==> config.mk <==
export PLATFORM = sky130hd
export DESIGN_NAME = fault_code_table_with_timeout
export DESIGN_NICKNAME = d
export VERILOG_FILES = /design/src/rtl/fct_pkg.sv /design/src/rtl/fct_front.sv /design/src/rtl/fct_back.sv /design/src/rtl/fault_code_table_with_timeout.sv
export SDC_FILE = /design/constraint.sdc
export NUM_CORES = 2
export LEC_CHECK = 0
export BUFFER_PORTS_ARGS = -buffer_cell sky130_fd_sc_hd__buf_2
export CAP_MARGIN = 40
export CELL_PAD_IN_SITES_DETAIL_PLACEMENT = 1
export CELL_PAD_IN_SITES_GLOBAL_PLACEMENT = 1
export CORE_MARGIN = 2
export CORE_UTILIZATION = 35
export DETAILED_ROUTE_END_ITERATION = 12
export PLACE_DENSITY_LB_ADDON = 0.2
export SETUP_SLACK_MARGIN = 0.3
export SYNTH_ARGS = -nofsm -noshare
export SYNTH_HDL_FRONTEND = slang
export SYNTH_SLANG_ARGS = --single-unit
==> constraint.sdc <==
create_clock -name clk -period 17.5 [get_ports clk]
set_input_delay 3.5 -clock clk [delete_from_list [all_inputs] [get_ports clk]]
set_output_delay 3.5 -clock clk [all_outputs]
set_load 0.01 [all_outputs]
==> src/rtl/fct_pkg.sv <==
//------------------------------------------------------------------------------
// fct_pkg
// Shared types and codes for the fault code table.
//------------------------------------------------------------------------------
package fct_pkg;

	localparam logic [2:0] CMD_ADD   = 3'd0;
	localparam logic [2:0] CMD_ERASE = 3'd1;
	localparam logic [2:0] CMD_ERASM = 3'd2;
	localparam logic [2:0] CMD_TICK  = 3'd3;
	localparam logic [2:0] CMD_QUERY = 3'd4;
	localparam logic [2:0] CMD_LIST  = 3'd5;

	localparam logic [1:0] KIND_EVENT = 2'd0;
	localparam logic [1:0] KIND_QUERY = 2'd1;
	localparam logic [1:0] KIND_LIST  = 2'd2;
	localparam logic [1:0] KIND_FULL  = 2'd3;

	typedef struct packed {
		logic [2:0]  cmd;
		logic [7:0]  addr;
		logic [18:0] spn;
		logic [4:0]  fmi;
		logic [15:0] tmo;
	} cmd_t;

	typedef struct packed {
		logic [1:0]  kind;
		logic [7:0]  addr;
		logic [18:0] spn;
		logic [4:0]  fmi;
		logic        act;
		logic        match;
		logic        last;
	} res_t;

endpackage

==> src/rtl/fct_front.sv <==
//------------------------------------------------------------------------------
// fct_front
// Input stage and a two-entry command queue toward the table engine.
//------------------------------------------------------------------------------
module fct_front
	import fct_pkg::*;
(
	input  logic        clk,
	input  logic        arst_n,
	input  logic        in_valid,
	output logic        in_ready,
	input  cmd_t        in_cmd,
	output logic        q_valid,
	input  logic        q_ready,
	output cmd_t        q_cmd
);

	cmd_t       buf_q [2];
	logic       wp_q, rp_q;
	logic [1:0] cnt_q;
	logic       push, pop;

	assign in_ready = (cnt_q != 2'd2);
	assign q_valid  = (cnt_q != 2'd0);
	assign q_cmd    = buf_q[rp_q];
	assign push     = in_valid && in_ready;
	assign pop      = q_valid && q_ready;

	always_ff @(posedge clk) begin
		if (push) buf_q[wp_q] <= in_cmd;
	end

	always_ff @(posedge clk or negedge arst_n) begin
		if (!arst_n) begin
			wp_q  <= 1'b0;
			rp_q  <= 1'b0;
			cnt_q <= 2'd0;
		end else begin
			if (push) wp_q <= ~wp_q;
			if (pop) rp_q <= ~rp_q;
			cnt_q <= cnt_q + {1'b0, push} - {1'b0, pop};
		end
	end

endmodule

==> src/rtl/fct_back.sv <==
//------------------------------------------------------------------------------
// fct_back
// Table engine: walks the slots one per cycle, holding while a result beat waits on the output, and emits result beats.
//------------------------------------------------------------------------------
module fct_back
	import fct_pkg::*;
#(
	parameter int TABLE_ENTRIES = 32,
	parameter int COUNT_BITS    = 16
) (
	input  logic clk,
	input  logic arst_n,
	input  logic q_valid,
	output logic q_ready,
	input  cmd_t q_cmd,
	output logic out_valid,
	input  logic out_ready,
	output res_t out_res
);

	localparam int IW = (TABLE_ENTRIES > 1) ? $clog2(TABLE_ENTRIES) : 1;
	localparam int CW = $clog2(TABLE_ENTRIES + 1);
	localparam logic [CW-1:0] LASTI = CW'(TABLE_ENTRIES - 1);

	localparam logic [2:0] ST_IDLE = 3'd0;
	localparam logic [2:0] ST_SCAN = 3'd1;
	localparam logic [2:0] ST_EXEC = 3'd2;
	localparam logic [2:0] ST_WALK = 3'd3;
	localparam logic [2:0] ST_OUT  = 3'd4;

	logic [TABLE_ENTRIES-1:0] used_q, act_q, hto_q;
	logic [7:0]            sa_q  [TABLE_ENTRIES];
	logic [18:0]           ss_q  [TABLE_ENTRIES];
	logic [4:0]            sf_q  [TABLE_ENTRIES];
	logic [COUNT_BITS-1:0] cd_q  [TABLE_ENTRIES];

	logic [2:0]    st_q;
	cmd_t          c_q;
	logic [CW-1:0] i_q;
	logic          hit_q, fu_q, fi_q;
	logic [IW-1:0] hs_q, us_q, is_q;
	logic          pend_q;   // a found result held back that may still be followed
	res_t          pres_q;
	logic          ov_q;
	res_t          ores_q;

	logic [IW-1:0] ix;
	logic          keyhit;
	logic [COUNT_BITS-1:0] tsat;

	assign ix = i_q[IW-1:0];
	assign keyhit = used_q[ix] && sa_q[ix] == c_q.addr && ss_q[ix] == c_q.spn;
	generate
		if (COUNT_BITS >= 16) begin : g_w
			assign tsat = COUNT_BITS'(c_q.tmo);
		end else begin : g_n
			logic sat_ov;
			assign sat_ov = |c_q.tmo[15:COUNT_BITS];
			assign tsat = sat_ov ? {COUNT_BITS{1'b1}} : c_q.tmo[COUNT_BITS-1:0];
		end
	endgenerate

	assign q_ready   = (st_q == ST_IDLE);
	assign out_valid = ov_q;
	assign out_res   = ores_q;

	// output register: free when empty or taken this cycle
	logic ofree;
	assign ofree = !ov_q || out_ready;

	always_ff @(posedge clk) begin
		if (q_valid && q_ready) c_q <= q_cmd;
	end

	always_ff @(posedge clk or negedge arst_n) begin
		logic ov_d;
		res_t ores_d;
		if (!arst_n) begin
			st_q   <= ST_IDLE;
			used_q <= '0;
			act_q  <= '0;
			hto_q  <= '0;
			ov_q   <= 1'b0;
			pend_q <= 1'b0;
			i_q    <= '0;
		end else begin
			ov_d   = ov_q && !out_ready;
			ores_d = ores_q;
			case (st_q)
				ST_IDLE: begin
					if (q_valid) begin
						i_q   <= '0;
						hit_q <= 1'b0;
						fu_q  <= 1'b0;
						fi_q  <= 1'b0;
						pend_q <= 1'b0;
						if (q_cmd.cmd == CMD_TICK || q_cmd.cmd == CMD_LIST) st_q <= ST_WALK;
						else if (q_cmd.cmd <= CMD_QUERY) st_q <= ST_SCAN;
					end
				end
				ST_SCAN: begin
					if (keyhit && !hit_q) begin hit_q <= 1'b1; hs_q <= ix; end
					if (!used_q[ix] && !fu_q) begin fu_q <= 1'b1; us_q <= ix; end
					if (!act_q[ix] && !fi_q) begin fi_q <= 1'b1; is_q <= ix; end
					i_q <= i_q + 1'b1;
					if (i_q == LASTI) st_q <= ST_EXEC;
				end
				ST_EXEC: begin
					if (ofree) begin
						ores_d.addr  = c_q.addr;
						ores_d.spn   = c_q.spn;
						ores_d.match = 1'b0;
						ores_d.last  = 1'b1;
						st_q <= ST_IDLE;
						case (c_q.cmd)
							CMD_ADD: begin
								if (!hit_q && !fu_q && !fi_q) begin
									ov_d = 1'b1;
									ores_d.kind = KIND_FULL;
									ores_d.fmi  = c_q.fmi;
									ores_d.act  = 1'b0;
								end else begin
									logic [IW-1:0] s;
									s = hit_q ? hs_q : (fu_q ? us_q : is_q);
									used_q[s] <= 1'b1;
									sa_q[s] <= c_q.addr;
									ss_q[s] <= c_q.spn;
									sf_q[s] <= c_q.fmi;
									hto_q[s] <= |c_q.tmo;
									cd_q[s] <= tsat;
									act_q[s] <= 1'b1;
									if (hit_q && act_q[s] && sf_q[s] != c_q.fmi) begin
										ov_d = 1'b1;
										ores_d.kind = KIND_EVENT;
										ores_d.fmi  = sf_q[s];
										ores_d.act  = 1'b0;
										ores_d.last = 1'b0;
										pres_q.fmi  <= c_q.fmi;
										st_q <= ST_OUT;
									end else if (!(hit_q && act_q[s])) begin
										ov_d = 1'b1;
										ores_d.kind = KIND_EVENT;
										ores_d.fmi  = c_q.fmi;
										ores_d.act  = 1'b1;
									end
								end
							end
							CMD_ERASE, CMD_ERASM: begin
								if (hit_q && (c_q.cmd == CMD_ERASE || sf_q[hs_q] == c_q.fmi)) begin
									hto_q[hs_q] <= 1'b1;
									cd_q[hs_q]  <= '0;
								end
							end
							default: begin
								ov_d = 1'b1;
								ores_d.kind = KIND_QUERY;
								if (hit_q && act_q[hs_q]) begin
									ores_d.fmi   = sf_q[hs_q];
									ores_d.act   = 1'b1;
									ores_d.match = sf_q[hs_q] == c_q.fmi;
								end else begin
									ores_d.fmi = '0;
									ores_d.act = 1'b0;
								end
							end
						endcase
					end
				end
				ST_OUT: begin
					if (ofree) begin
						ov_d = 1'b1;
						ores_d.kind  = KIND_EVENT;
						ores_d.fmi   = pres_q.fmi;
						ores_d.act   = 1'b1;
						ores_d.match = 1'b0;
						ores_d.last  = 1'b1;
						st_q <= ST_IDLE;
					end
				end
				ST_WALK: begin
					// a found result is held one step so the final one gets last
					if (i_q == CW'(TABLE_ENTRIES)) begin
						if (ofree) begin
							if (pend_q) begin
								ov_d = 1'b1;
								ores_d = pres_q;
								ores_d.last = 1'b1;
							end
							st_q <= ST_IDLE;
						end
					end else begin
						logic fire, emit;
						fire = used_q[ix] && act_q[ix] &&
							(c_q.cmd == CMD_LIST || (hto_q[ix] && cd_q[ix] == '0));
						emit = fire && pend_q;
						if (!emit || ofree) begin
							if (emit) begin
								ov_d = 1'b1;
								ores_d = pres_q;
							end
							if (fire) begin
								pend_q <= 1'b1;
								pres_q.kind <= (c_q.cmd == CMD_LIST) ? KIND_LIST : KIND_EVENT;
								pres_q.addr <= sa_q[ix];
								pres_q.spn  <= ss_q[ix];
								pres_q.fmi  <= sf_q[ix];
								pres_q.act  <= (c_q.cmd == CMD_LIST);
								pres_q.match <= 1'b0;
								pres_q.last <= 1'b0;
							end
							if (c_q.cmd == CMD_TICK && used_q[ix] && act_q[ix] && hto_q[ix]) begin
								if (cd_q[ix] != '0) cd_q[ix] <= cd_q[ix] - 1'b1;
								else act_q[ix] <= 1'b0;
							end
							i_q <= i_q + 1'b1;
						end
					end
				end
				default: st_q <= ST_IDLE;
			endcase
			ov_q   <= ov_d;
			ores_q <= ores_d;
		end
	end

endmodule

==> src/rtl/fault_code_table_with_timeout.sv <==
//------------------------------------------------------------------------------
// fault_code_table_with_timeout
// Active fault code table keyed by address and SPN, with per-entry timeout.
//------------------------------------------------------------------------------
// Commands enter on the s_axis channel, results leave on m_axis.
// s_axis_tdata: cmd, src_address, spn_in, fmi_in, timeout_ticks (low bits up).
// m_axis_tdata: out_address, out_spn, out_fmi, is_active, fmi_matches;
// m_axis_tuser: kind; m_axis_tlast marks the final beat of one command.
// A two-entry queue takes commands while the engine is busy.
// Add, erase and query scan the table one slot a cycle, then act; an add that
// replaces an active FMI emits a second beat. Tick and list walk every slot once.
// Reset empties the table and the queue. When m_axis_tready is low the engine
// holds its walk; the queue fills and then s_axis_tready drops.
//------------------------------------------------------------------------------
module fault_code_table_with_timeout
	import fct_pkg::*;
#(
	parameter int TABLE_ENTRIES = 32,
	parameter int COUNT_BITS    = 16
) (
	input  logic        clk,
	input  logic        arst_n,
	input  logic        s_axis_tvalid,
	output logic        s_axis_tready,
	input  logic [55:0] s_axis_tdata,  // cmd, src_address, spn_in, fmi_in, timeout_ticks
	output logic        m_axis_tvalid,
	input  logic        m_axis_tready,
	output logic [39:0] m_axis_tdata,  // out_address, out_spn, out_fmi, is_active, fmi_matches
	output logic [1:0]  m_axis_tuser,  // kind
	output logic        m_axis_tlast
);

	cmd_t in_cmd, q_cmd;
	res_t res;
	logic q_valid, q_ready;

	assign in_cmd.cmd  = s_axis_tdata[2:0];
	assign in_cmd.addr = s_axis_tdata[10:3];
	assign in_cmd.spn  = s_axis_tdata[29:11];
	assign in_cmd.fmi  = s_axis_tdata[34:30];
	assign in_cmd.tmo  = s_axis_tdata[50:35];

	fct_front u_front (
		.clk, .arst_n,
		.in_valid(s_axis_tvalid), .in_ready(s_axis_tready), .in_cmd,
		.q_valid, .q_ready, .q_cmd
	);

	fct_back #(.TABLE_ENTRIES(TABLE_ENTRIES), .COUNT_BITS(COUNT_BITS)) u_back (
		.clk, .arst_n,
		.q_valid, .q_ready, .q_cmd,
		.out_valid(m_axis_tvalid), .out_ready(m_axis_tready), .out_res(res)
	);

	assign m_axis_tdata = {6'd0, res.match, res.act, res.fmi, res.spn, res.addr};
	assign m_axis_tuser = res.kind;
	assign m_axis_tlast = res.last;

	a_query_single: assert property (@(posedge clk) disable iff (!arst_n)
		m_axis_tvalid && m_axis_tuser == KIND_QUERY |-> m_axis_tlast)
		else $error("query answer without last");
	a_full_single: assert property (@(posedge clk) disable iff (!arst_n)
		m_axis_tvalid && m_axis_tuser == KIND_FULL |-> m_axis_tlast && !m_axis_tdata[32])
		else $error("bad rejected add beat");
	a_match_only_query: assert property (@(posedge clk) disable iff (!arst_n)
		m_axis_tvalid && m_axis_tdata[33] |-> m_axis_tuser == KIND_QUERY && m_axis_tdata[32])
		else $error("fmi match outside an active query");

endmodule

==> out/qor.yml <==
status: "complete, no violations"
p_seq_share_pct: 43.7
coreArea_um2: 217000
cts_made_buffers: 202
clockBufferDepth: 3
grt_pass1_wl_mm: 336
worstPathRequired_ns: 18.12
clock_latency_ns: 0.85
die-height_um: 472
ys_ff_latch: 1893
worst_clock_skew_ns: 0.0383
setup_tns_ns: 0
root_buffer: "clkbuf_16"
fin_crit_sh_pct: 39.4
syn_area_per_cell_um2: 19.0
cp-end-kind: "register"
synth_top_area_share_pct: 69.6
ant_nets: 0
arrival_ns: 7.51
grt.overflow.total: 0
ctsHoldBuffers: 0
num_rows: 171
synth_most_common_cell: "edfxtp_1"
power.share.combinational_pct: 25.8
crit_path_frequent_cell: "buf_4"
p_int_w: 0.00938
crit_path_max_fanout: 36
yosysSeqAreaShare_pct: 73.4
cts_resized: 0
cts_sinks: 1893
p_sw_share_pct: 31.3
drt_wl_total_mm: 236
hold_class: "register to register"
path_clk_slew_ns: 0.06
post-layout-total-power_w: 0.0137
first_iter_violations: 4420
switchingPower_w: 0.00428
area_growth_pct: 15.7
drv_cap: 0
cts_tree: "built"
slowest_delay_ns: 0.90
slew_viol_final: 0
power_leakage_nw: 28.1
synthFlopType: "edfxtp_1"
max-slew-margin-rel_pct: 29.2
fillers: 20800
cpMaxStageDelayCell: "dfrtp_4"
setup_ws_ns: 10.61
synth_top_area_cell: "edfxtp_1"
cts_setup_buffers: 0
grt_max_degree: 110
yosysWarnings: 0
regArea_um2: 56300
routedWlPerCell_um: 32.3
first_global_vias: 43600
hold_viol: 0
crit_type: "register to register"
synth_area_leaders: "edfxtp_1 (70%), mux4_2 (13%), dfrtp_1 (3.6%)"
grt_usage_pct: 21.1
io_pins: 105
cp_num_buf_inv: 5
vias: 42000
dp_hpwl_mm: 138
portBuffers: 93
crit_path_start_kind: "register"
pre_cts_ws_ns: 10.27
layout-drive-gt1-share_pct: 27.4
h-tree-depth: 4
firstDrtPassIters: 7
rsz0062_at_grt: "false"
synth_edf_count: 1777
globalplace.congestion: 0.796
vdd_drop_max_v: 0.000107
antenna_found_initial: 4
max_freq_mhz: 145
yosys-top-cells-count: "edfxtp_1 (1,777), mux4_2 (458), nand2_1 (259)"
setup_viol: 0
power_density_nw_per_um2: 154
worstPathCellList: "buf_4, buf_4, buf_16, mux4_2, a22oi_1, and4_1, ha_1, and2_1, and4b_1, nand3_2, and3_1, a31oi_2, buf_4, nand2_1, o21ai_1, buf_4"
initial_utilization_pct: 35.3
syn-cell-area_um2: 76600
ys_async_sr_fraction_pct: 5.86
crit_family: "buffers and inverters"
worstMarginPinSlew_ns: 1.05
power_frac_clock_pct: 30.5
die_x_um: 472
via_per_inst: 5.73
yosysUniqueCellTypes: 69
synthCells: 4034
drc: 0
dieArea_um2: 223000
finalNetCount: 4366
min_period_ns: 6.89
multi_input_area_um2: 19600
[power groups by stage]
stage / clock network (W) / registers (W) / logic (W)
after floorplan: 0 / 0.00615 / 0.00205
after global placement: 0 / 0.00613 / 0.00332
after detailed placement: 0 / 0.00607 / 0.00355
after CTS: 0.00425 / 0.00598 / 0.00356
after global routing: 0.00442 / 0.00599 / 0.00380
final: 0.00416 / 0.00597 / 0.00353
[cell usage in the layout (no fill, tap or decap), types with 44 or more instances in the layout]
cell type / Yosys / layout
a21oi_1: 86 / 86
clkinv_1: 1 / 44
buf_2: 67 / 94
nand2_1: 259 / 258
mux2_2: 57 / 57
nor2_1: 99 / 53
clkbuf_16: 0 / 206
dfrtp_1: 111 / 108
o21ai_0: 153 / 139
mux4_2: 458 / 458
a22oi_1: 196 / 196
mux2i_1: 58 / 58
a31oi_1: 49 / 49
nand4_1: 56 / 56
edfxtp_1: 1777 / 1777
buf_4: 21 / 163
clkbuf_1: 122 / 48
[cell families (layout without fill, tap and decap cells)]
family	after synthesis	count (layout)	share of synthesized area (%)
compound gates	620	620	5.30
xor+xnor	58	58	0.663
fa+ha+maj	7	7	0.114
buf+inv	275	706	1.71
flops	1893	1893	73.4
mux	576	576	15.1
other cells	1	8	0.00489
simple gates	604	604	3.71
[final cells by class]
cell class | instances | share of cell area, %
multi-input cells | 1871 | 22.1
flip-flops and latches | 1893 | 63.5
inverters | 18 | 0.0762
repair buffers | 313 | 3.11
clock buffers | 259 | 6.10
well taps | 2854 | 4.03
diodes | 2 | 0.00565
clock inverters | 116 | 1.11
[through the flow]
| step | hold slack (ns) | area, um^2 | instances | util, % |
|---|---|---|---|---|
| after global routing | 0.483 | 88600 | 7326 | 40.8 |
| final | 0.464 | 88600 | 7326 | 40.8 |
| after detailed placement | 0.451 | 82200 | 6947 | 37.8 |
| after global placement | 0.451 | 81300 | 6894 | 37.4 |
| after CTS | 0.464 | 88600 | 7322 | 40.8 |
| after floorplan | 0.423 | 76700 | 4039 | - |
[metal layers]
metal / up-vias / part of all wire, % / track usage [%]
li1: 17200 / - / -
met3: 308 / 5.7 / 3.07
met4: 0 / 2.4 / 5.68
met2: 1392 / 47 / 33.2
met5: - / 0 / 0
met1: 23000 / 45 / 30.7
[flip-flops by register name (all words and copies together) (netlist names), 33 cells and up, named ones only]
| signal | flops |
|---|---|
| u_back.c_q | 35 |
| u_back.pres_q | 33 |
| u_front.buf_q | 102 |
| u_back.sa_q | 256 |
| u_back.sf_q | 160 |
| u_back.ss_q | 608 |
| u_back.cd_q | 512 |
| u_back.out_res | 37 |
[path summary, 6_finish.rpt]
kind | slack (ns) | end | cells after the start | from
max | 10.61 | u_back.cd_q[15][7] | 16 | u_back.i_q[0]
min | 0.46 | u_back.used_q[24] | 1 | u_back.used_q[24]
max reg2reg | 10.61 | u_back.cd_q[15][7] | 16 | u_back.i_q[0]
min reg2reg | 0.46 | u_back.used_q[24] | 1 | u_back.used_q[24]
max in group asynchronous | 13.92 | u_back.i_q[1] | 2 | arst_n
min in group asynchronous | 2.59 | u_back.used_q[12] | 1 | arst_n
[worst register-to-register path: stages, from the launching register on]
cell	delay (ns)
dfrtp_4	0.90
buf_4	0.70
buf_4	0.45
buf_16	0.29
mux4_2	0.60
a22oi_1	0.28
and4_1	0.30
ha_1	0.31
and2_1	0.22
and4b_1	0.34
nand3_2	0.34
and3_1	0.45
a31oi_2	0.20
buf_4	0.30
nand2_1	0.13
o21ai_1	0.42
buf_4	0.41
(Power assumes the default switching activity.)
